## src/rtl/isrf_pkg.sv

```systemverilog
// Package: shared types, constants and sequencer encodings for the inverse square root finder.
package isrf_pkg;

    localparam int unsigned DefMaxIterations = 1000;
    localparam int unsigned DefFractionBits  = 32;

    localparam logic signed [63:0] FX_MAX = 64'sh7FFF_FFFF_FFFF_FFFF;
    localparam logic signed [63:0] FX_MIN = 64'sh8000_0000_0000_0000;

    typedef enum logic [1:0] {
        CFG_FUNCTION = 2'd0,
        CFG_METHOD   = 2'd1,
        CFG_STOP     = 2'd2,
        CFG_LIMIT    = 2'd3
    } cfg_index_t;

    typedef enum logic [1:0] {
        STOP_COUNT    = 2'd0,
        STOP_ABSOLUTE = 2'd1,
        STOP_RELATIVE = 2'd2,
        STOP_SPARE    = 2'd3
    } stop_code_t;

    // Datapath operations: one per sequencer micro step.
    typedef enum logic [2:0] {
        OP_ADD,
        OP_SUB,
        OP_MUL,
        OP_DIV
    } alu_op_t;

    // Register file slots.
    typedef enum logic [3:0] {
        R_ZERO, R_ONE, R_MTWO, R_ALPHA, R_PRIOR, R_CUR,
        R_T0, R_T1, R_T2, R_T3, R_T4, R_ANS
    } reg_sel_t;

    typedef struct packed {
        logic     start;
        alu_op_t  op;
        reg_sel_t src_a;
        reg_sel_t src_b;
        reg_sel_t dst;
    } dp_cmd_t;

    typedef struct packed {
        logic busy;
        logic estimates_equal;
        logic err_ge_limit;
    } dp_status_t;

    typedef enum logic [5:0] {
        S_IDLE,
        // answer of current
        S_ANS_DIV, S_ANS_WAIT,
        // stop test
        S_TST_ANS, S_TST_MUL, S_TST_DIV, S_TST_SUB, S_TST_REL, S_TST_CHK,
        // Newton
        S_NW_SQ, S_NW_G0, S_NW_G1, S_NW_D0, S_NW_D1, S_NW_D2, S_NW_D3,
        S_NW_Q, S_NW_X,
        // secant: g(cur) -> T3, g(prior) -> T4
        S_SC_CHK, S_SC_SQC, S_SC_GC0, S_SC_GC1, S_SC_SQP, S_SC_GP0, S_SC_GP1,
        S_SC_DX, S_SC_DG, S_SC_Q, S_SC_M, S_SC_X,
        S_STEP_DONE,
        S_OUT_ANS, S_OUT
    } state_t;

endpackage

```

## src/rtl/isrf_control.sv

```systemverilog
// Controller: sequences stop test, Newton or secant steps and result hand-off.
module isrf_control
    import isrf_pkg::*;
#(
    parameter int unsigned MAX_ITERATIONS = DefMaxIterations,
    parameter int unsigned FRACTION_BITS  = DefFractionBits
) (
    input  logic        aclk,
    input  logic        aresetn,
    input  logic        s_fire,
    input  logic        m_free,
    input  logic        function_choice,
    input  logic        method_choice,
    input  stop_code_t  stop_criterion,
    input  logic [62:0] stop_limit,
    input  dp_status_t  status,
    output logic        load,
    output logic        store_prior_cur,
    output logic        done,
    output logic        capped,
    output logic [15:0] count,
    output dp_cmd_t     cmd,
    output logic        idle
);

    localparam int CW = $clog2(MAX_ITERATIONS + 1);

    state_t        state_reg, state_next;
    logic [CW-1:0] cnt_reg, cnt_next;
    logic          fn;
    logic          by_error;
    logic          count_go;
    logic [63+CW:0] cnt_fx;

    assign fn       = function_choice;
    assign by_error = (stop_criterion == STOP_ABSOLUTE) || (stop_criterion == STOP_RELATIVE);
    assign cnt_fx   = {64'd0, cnt_reg} << FRACTION_BITS;
    assign count_go = cnt_fx < {{(CW+1){1'b0}}, stop_limit};

    // Advance state and iteration counter
    always_ff @(posedge aclk) begin
        if (!aresetn) begin
            state_reg <= S_IDLE;
            cnt_reg   <= '0;
        end else begin
            state_reg <= state_next;
            cnt_reg   <= cnt_next;
        end
    end

    logic keep;
    assign keep = (by_error ? status.err_ge_limit : count_go)
                  && (32'(cnt_reg) < MAX_ITERATIONS);

    // Next state
    always_comb begin
        state_next = state_reg;
        cnt_next   = cnt_reg;
        if (status.busy) begin
            state_next = state_reg;
        end else begin
            case (state_reg)
                S_IDLE:     if (s_fire) begin
                    state_next = S_TST_ANS;
                    cnt_next   = '0;
                end
                S_TST_ANS:  state_next = by_error ? S_TST_MUL : S_TST_CHK;
                S_TST_MUL:  state_next = S_TST_DIV;
                S_TST_DIV:  state_next = S_TST_SUB;
                S_TST_SUB:  state_next = (stop_criterion == STOP_RELATIVE) ? S_TST_REL : S_TST_CHK;
                S_TST_REL:  state_next = S_TST_CHK;
                S_TST_CHK:  state_next = keep ? (method_choice ? S_SC_CHK : S_NW_SQ)
                                              : (fn ? S_OUT : S_ANS_DIV);
                S_NW_SQ:    state_next = S_NW_G0;
                S_NW_G0:    state_next = fn ? S_NW_G1 : S_NW_D0;
                S_NW_G1:    state_next = S_NW_D0;
                S_NW_D0:    state_next = fn ? S_NW_D1 : S_NW_Q;
                S_NW_D1:    state_next = S_NW_D2;
                S_NW_D2:    state_next = S_NW_Q;
                S_NW_Q:     state_next = S_NW_X;
                S_NW_X:     state_next = S_STEP_DONE;
                S_SC_CHK:   state_next = status.estimates_equal ? S_STEP_DONE : S_SC_SQC;
                S_SC_SQC:   state_next = S_SC_GC0;
                S_SC_GC0:   state_next = fn ? S_SC_GC1 : S_SC_SQP;
                S_SC_GC1:   state_next = S_SC_SQP;
                S_SC_SQP:   state_next = S_SC_GP0;
                S_SC_GP0:   state_next = fn ? S_SC_GP1 : S_SC_DX;
                S_SC_GP1:   state_next = S_SC_DX;
                S_SC_DX:    state_next = S_SC_DG;
                S_SC_DG:    state_next = S_SC_Q;
                S_SC_Q:     state_next = S_SC_M;
                S_SC_M:     state_next = S_SC_X;
                S_SC_X:     state_next = S_STEP_DONE;
                S_STEP_DONE: begin
                    cnt_next   = cnt_reg + CW'(1);
                    state_next = S_TST_ANS;
                end
                S_ANS_DIV:  state_next = S_ANS_WAIT;
                S_ANS_WAIT: state_next = S_OUT;
                S_OUT:      if (m_free) state_next = S_IDLE;
                default:    state_next = S_IDLE;
            endcase
        end
    end

    // Commands. Test and answer work on ANS (= 1/cur or cur) via T0.
    always_comb begin
        cmd             = '{start: 1'b0, op: OP_ADD, src_a: R_ZERO, src_b: R_ZERO, dst: R_T0};
        load            = 1'b0;
        store_prior_cur = 1'b0;
        done            = 1'b0;
        if (!status.busy) begin
            case (state_reg)
                S_IDLE:    load = s_fire;
                // ANS <- answer of current, then err into T0
                S_TST_ANS: cmd = fn ? '{1'b1, OP_ADD, R_CUR, R_ZERO, R_ANS}
                                    : '{1'b1, OP_DIV, R_ONE, R_CUR, R_ANS};
                S_TST_MUL: cmd = '{1'b1, OP_MUL, R_ANS, R_ANS, R_T0};
                S_TST_DIV: cmd = '{1'b1, OP_DIV, R_ONE, R_T0, R_T0};
                S_TST_SUB: cmd = '{1'b1, OP_SUB, R_T0, R_ALPHA, R_T0};
                S_TST_REL: cmd = '{1'b1, OP_DIV, R_T0, R_ALPHA, R_T0};
                // Newton on prior: T1 = g(x), T2 = g'(x)
                S_NW_SQ:   cmd = '{1'b1, OP_MUL, R_PRIOR, R_PRIOR, R_T1};
                S_NW_G0:   cmd = fn ? '{1'b1, OP_DIV, R_ONE, R_T1, R_T3}
                                    : '{1'b1, OP_SUB, R_T1, R_ALPHA, R_T1};
                S_NW_G1:   cmd = '{1'b1, OP_SUB, R_T3, R_ALPHA, R_T1};
                S_NW_D0:   cmd = fn ? '{1'b1, OP_MUL, R_PRIOR, R_PRIOR, R_T2}
                                    : '{1'b1, OP_ADD, R_PRIOR, R_PRIOR, R_T2};
                S_NW_D1:   cmd = '{1'b1, OP_MUL, R_T2, R_PRIOR, R_T2};
                S_NW_D2:   cmd = '{1'b1, OP_DIV, R_MTWO, R_T2, R_T2};
                S_NW_Q:    cmd = '{1'b1, OP_DIV, R_T1, R_T2, R_T1};
                S_NW_X:    cmd = '{1'b1, OP_SUB, R_PRIOR, R_T1, R_PRIOR};
                // Secant
                S_SC_SQC:  cmd = '{1'b1, OP_MUL, R_CUR, R_CUR, R_T3};
                S_SC_GC0:  cmd = fn ? '{1'b1, OP_DIV, R_ONE, R_T3, R_T3}
                                    : '{1'b1, OP_SUB, R_T3, R_ALPHA, R_T3};
                S_SC_GC1:  cmd = '{1'b1, OP_SUB, R_T3, R_ALPHA, R_T3};
                S_SC_SQP:  cmd = '{1'b1, OP_MUL, R_PRIOR, R_PRIOR, R_T4};
                S_SC_GP0:  cmd = fn ? '{1'b1, OP_DIV, R_ONE, R_T4, R_T4}
                                    : '{1'b1, OP_SUB, R_T4, R_ALPHA, R_T4};
                S_SC_GP1:  cmd = '{1'b1, OP_SUB, R_T4, R_ALPHA, R_T4};
                S_SC_DX:   cmd = '{1'b1, OP_SUB, R_CUR, R_PRIOR, R_T1};
                S_SC_DG:   cmd = '{1'b1, OP_SUB, R_T3, R_T4, R_T2};
                S_SC_Q:    cmd = '{1'b1, OP_DIV, R_T1, R_T2, R_T1};
                S_SC_M:    cmd = '{1'b1, OP_MUL, R_T1, R_T3, R_T1};
                S_SC_X:    cmd = '{1'b1, OP_SUB, R_CUR, R_T1, R_T0};
                S_STEP_DONE: begin
                    // Newton leaves the new estimate in prior; mirror into cur.
                    // Secant shifts the estimates unless they were equal (hold).
                    if (method_choice) begin
                        store_prior_cur = !status.estimates_equal;
                    end else begin
                        cmd = '{1'b1, OP_ADD, R_PRIOR, R_ZERO, R_CUR};
                    end
                end
                S_ANS_DIV: cmd = '{1'b1, OP_DIV, R_ONE, R_CUR, R_ANS};
                S_OUT:     done = 1'b1;
                default:   ;
            endcase
        end
    end

    assign capped = !(32'(cnt_reg) < MAX_ITERATIONS);
    assign count  = 16'(cnt_reg);
    assign idle   = (state_reg == S_IDLE);

endmodule
```

## config.mk

```make
export PLATFORM = sky130hd
export DESIGN_NAME = isrf_control
export DESIGN_NICKNAME = d
export VERILOG_FILES = /design/src/rtl/isrf_pkg.sv /design/src/rtl/isrf_control.sv
export SDC_FILE = /design/constraint.sdc
export NUM_CORES = 1
export LEC_CHECK = 0
export BUFFER_PORTS_ARGS = -buffer_cell sky130_fd_sc_hd__buf_2
export CAP_MARGIN = 30
export CORE_ASPECT_RATIO = 1.5
export CORE_MARGIN = 10
export CORE_UTILIZATION = 45
export DETAILED_ROUTE_END_ITERATION = 10
export PLACE_DENSITY = 0.78
export SYNTH_ARGS = -nofsm -noshare
export SYNTH_HDL_FRONTEND = slang
export SYNTH_SLANG_ARGS = --single-unit
```

## constraint.sdc

```tcl
create_clock -name aclk -period 2.1 [get_ports aclk]
set_clock_uncertainty 0.15 [all_clocks]
set_input_delay 0.21 -clock aclk [delete_from_list [all_inputs] [get_ports aclk]]
set_output_delay 0.21 -clock aclk [all_outputs]
set_load 0.05 [all_outputs]
```

# Yosys cells after proc, flatten, opt, wreduce, memory -nomap -nowiden
# Index checks and enable logic that the tools add are counted.
# word_totals
ff_bits	16
output_inout_bits	37
# op_classes
addsub	1
n_lt_le_gt_ge	2
eq_ne	34
mux	31
n_bitwise	1
n_reduce_logical	10
# ops
op	count
16-bit case mux with 25 select lines	1
6-bit case mux with 30 select lines	1
6-bit by 5-bit equality test with 1-bit output, second input constant	15
14-bit two-way mux	5
42-bit by 63-bit less-than comparator with 1-bit output	1
6-bit by 4-bit equality test with 1-bit output, second input constant	7
16-bit two-way mux	2
6-bit by 3-bit equality test with 1-bit output, second input constant	4
6-bit two-way mux	4
10-bit case mux with 2 select lines	1
6-bit by 2-bit equality test with 1-bit output, second input constant	2
4-bit two-way mux	3
10-bit by 1-bit adder with 10-bit output, second input constant	1
10-bit less-than comparator, second input constant	1
10-bit two-way mux	1
5-bit two-way mux	2
1-bit two-way mux	9
6-bit by 1-bit equality test with 1-bit output, second input constant	1
6-bit equality test, second input constant	1
6-bit zero test	1
3-bit AND reduction	2
2-bit inequality test, second input constant	2
2-bit OR reduction	2
3-bit two-way mux	1
8 further kinds	9

# Longest topological paths before layout
# logic_depth
depth_word	6
mapped_depth	9
depth_no_buf	8

# Worst setup path after synthesis
# No wires, ideal clock.
# synth_path
path_kind	register -> output
startpoint	register state_reg[5]
endpoint	output port done
arrival_time_ns	2.473
slack_ns	-0.733
stages_incl_launch_ff	5
path_buffers	2
path_cell_list	dfxtp_1 buf_2 inv_1 buf_2 nor4_1
# synth_between
elab_chain_len	3
# synth_lines
item	line	text
start, declared	isrf_control.sv:28	state_t state_reg, state_next;
start signal, assigned	isrf_control.sv:46	state_reg <= state_next;
6-bit equality test	isrf_control.sv:113	case (state_reg)
1-bit two-way mux	isrf_control.sv:113	
1-bit two-way mux	isrf_control.sv:112	if (!status.busy) begin
end, declared	isrf_control.sv:19	output logic done,
# Every way passes these cells.

==> reports/qor.yml <==
run_status:
  outcome: "complete, but fails checks"
  violations: "setup timing"
drt:
  first_iter_violations: 475
  wirelength_mm: 16.7
  drc: 0
  via_per_inst: 6.54
  ant_nets: 0
  dr.pass1.iters: 5
  route.vias.total: 4538
  wire_per_inst_um: 24.1
global_routing:
  grt_overflow: 0
  grt_pass1_vias: 4472
  grt_busiest_layer: "met2"
  grt_pass1_wl_mm: 23.8
  met3_usage_pct: 5.69
  grt_max_degree: 18
  track_usage_pct: 30.0
  gr-usage-met1_pct: 28.7
  grt_antenna_before_repair: 0
  globalRouteMet2Util_pct: 56.8
synthesis:
  ys_ff_latch: 16
  async_flop_share_pct: 0
  synth_cell_type_count: 71
  syn-cell-area_um2: 2740
  synth-xor-area-share_pct: 1.92
  synth.most_common_cell: "nand2_1"
  synth-simple-area-share_pct: 36.3
  synthTopCellsByCount: "nand2_1 (53), nor2_1 (34), o21ai_0 (26)"
  synth-adder-area-share_pct: 5.48
  yosysTopAreaCellShare_pct: 11.7
  yosysTopAreaCell: "dfxtp_1"
  synth.area.mux_share_pct: 1.10
  ys_seq_area_share_pct: 11.7
  synth_compound_area_share_pct: 32.2
  postSynthAreaPerCell_um2: 6.70
  synth_top_family_by_area: "simple AND/OR/NAND/NOR gates"
  yosys_warnings: 0
  yosys_most_used_dff: "dfxtp_1"
  synth_area_leaders: "dfxtp_1 (12%), nand2_1 (7.3%), ha_1 (5.5%)"
  synth_edf_count: 0
  synthCells: 409
setup_path:
  worstPathBufferInverterCount: 3
  crit_type: "reg2out"
  max_stage_delay_ns: 0.40
  critPathLaunchType: "flip-flop"
  end_kind: "primary output"
  cpMostUsedCell: "buf_6"
  crit_family: "compound AO/OA/AOI/OAI gates"
  path_cells: "buf_6 -> o21ai_1 -> a21oi_1 -> o21ai_4 -> a31o_4 -> buf_12 -> a31oi_4 -> buf_6"
  path_max_fanout: 6
  crit_required_ns: 1.74
  slowest_stage: "dfxtp_4"
  worstPathArrival_ns: 2.07
hold_path:
  hold_path.class: "in2reg"
sta:
  setup_viol: 23
  layout_min_cycle_time_ns: 2.43
  finalMaxSlewViolations: 0
  hold_ws_ns: 0.123
  finalCritPeriodShare_pct: 116
  worst_slack_ns: -0.334
  hold_violations: 0
  fmax_ghz: 0.411
  worstMarginPinSlew_ns: 0.556
  setup_tns_ns: -4.98
  rsz0062_at_grt: "true"
  relSlewSlack_pct: 62.8
placed_design:
  postPlaceCellArea_um2: 4170
  place_ws_ns: -0.314
  gp_congestion: 1.01
  place.detailed.hpwl_mm: 11.6
  io_buffers: 103
cells_and_area:
  fillers: 305
  area_growth_pct: 86.3
  largest_reg_flops: 10
  fin_util_pct: 86.9
  nNetsFinal: 709
  drive_gt1_share_pct: 55.5
  fin_area_um2: 5100
  n_antenna_cell: 0
floorplan:
  start_util_pct: 46.7
  die_x_um: 83.7
  core_um2: 5870
  die-area_um2: 9670
  die_h_um: 116
  io_pins: 111
  row_count: 34
clock_tree:
  cts_root_buf: "clkbuf_8"
  numCtsBuffers: 3
  cts.clk_slew.worst_paths_ns: 0.07
  cts.sinks: 16
  clk_latency_ns: 0.27
  clk_path_buf_depth: 2
  htreeDepth: 1
  hold_buffers: 0
  cts_tree: "done"
flow_run:
  maxCapViolCount: 0
power:
  p_leak_uw: 0.00227
  power_density_nw_per_um2: 306
  peakVddDrop_mv: 0.325
==> timing repair <==
| action | 4_1_cts | 5_1_grt |
|---|---|---|
| gates resized for setup | 116 | 49 |
| setup endpoints to repair | 28 | 32 |
| cloned | 1 | 0 |
| pin swaps | 23 | 27 |
| buffers inserted | 15 | 10 |
==> cell type report <==
| class | count | area (µm²) | share of cell area, % |
|---|---|---|---|
| Clock inverter | 1 | 3.75 | 0.0736 |
| Multi-Input combinational cell | 341 | 2660 | 52.1 |
| Sequential cell | 16 | 364 | 7.14 |
| Clock buffer | 3 | 41.3 | 0.809 |
| Tap cell | 72 | 90.1 | 1.77 |
| Timing Repair Buffer | 243 | 1870 | 36.7 |
| Inverter | 18 | 71.3 | 1.40 |
==> cells by family after synthesis <==
group                      count (synthesis)
other                                      1
buffers and inverters                     58
muxes                                      3
AOI/OAI and AO/OA                        130
xor gates and xnor gates                   6
DFF                                       16
adders and majority gates                 12
and+or+nand+nor                          183
==> power breakdown <==
group	total [µW]	switching (µW)	internal, µW
registers	316	14.8	301
logic	992	551	441
clock network	252	121	131
==> worst register-to-register path, cell delays in order, from the launching register on <==
cell and delay [ns]:
dfxtp_4 0.36, ha_1 0.30, a21oi_1 0.20, o221ai_2 0.13, o311a_1 0.34, or4_4 0.59, a31oi_4 0.18
==> metrics by stage <==
stage	power, µW	instances
floorplan	730	415
global placement	1040	664
detailed placement	1050	664
CTS	1420	684
global route	1610	694
finish	1560	694
==> placed cells by master (no fill, tap or decap), drive strengths merged, types with 4 or more instances in the layout <==
master,count
buf,243
a21boi,4
nor3,7
nor2,37
or3,4
nand2,54
o211ai,6
conb,7
inv,17
ha,12
a21oi,25
nand3,13
o21ai,29
nand4,10
o22ai,6
nand2b,11
a31oi,14
nor4,18
xor2,5
dfxtp,16
nor2b,8
a211oi,4
==> layer usage <==
layer,vias up,wire [µm]
met5,-,0
met4,0,1660
met3,144,1470
met2,403,8410
met1,2048,5210
li1,1943,-
==> worst paths after layout <==
path,depth (start not counted),start,slack [ns],end
hold reg to reg,2,cnt_reg[7],0.38,cnt_reg[7]
setup / recovery,8,state_reg[1],-0.33,cmd[10]
setup reg to reg,6,cnt_reg[8],-0.24,state_reg[0]
hold / removal,3,aresetn,0.12,state_reg[3]
(Power assumes the default switching activity.)
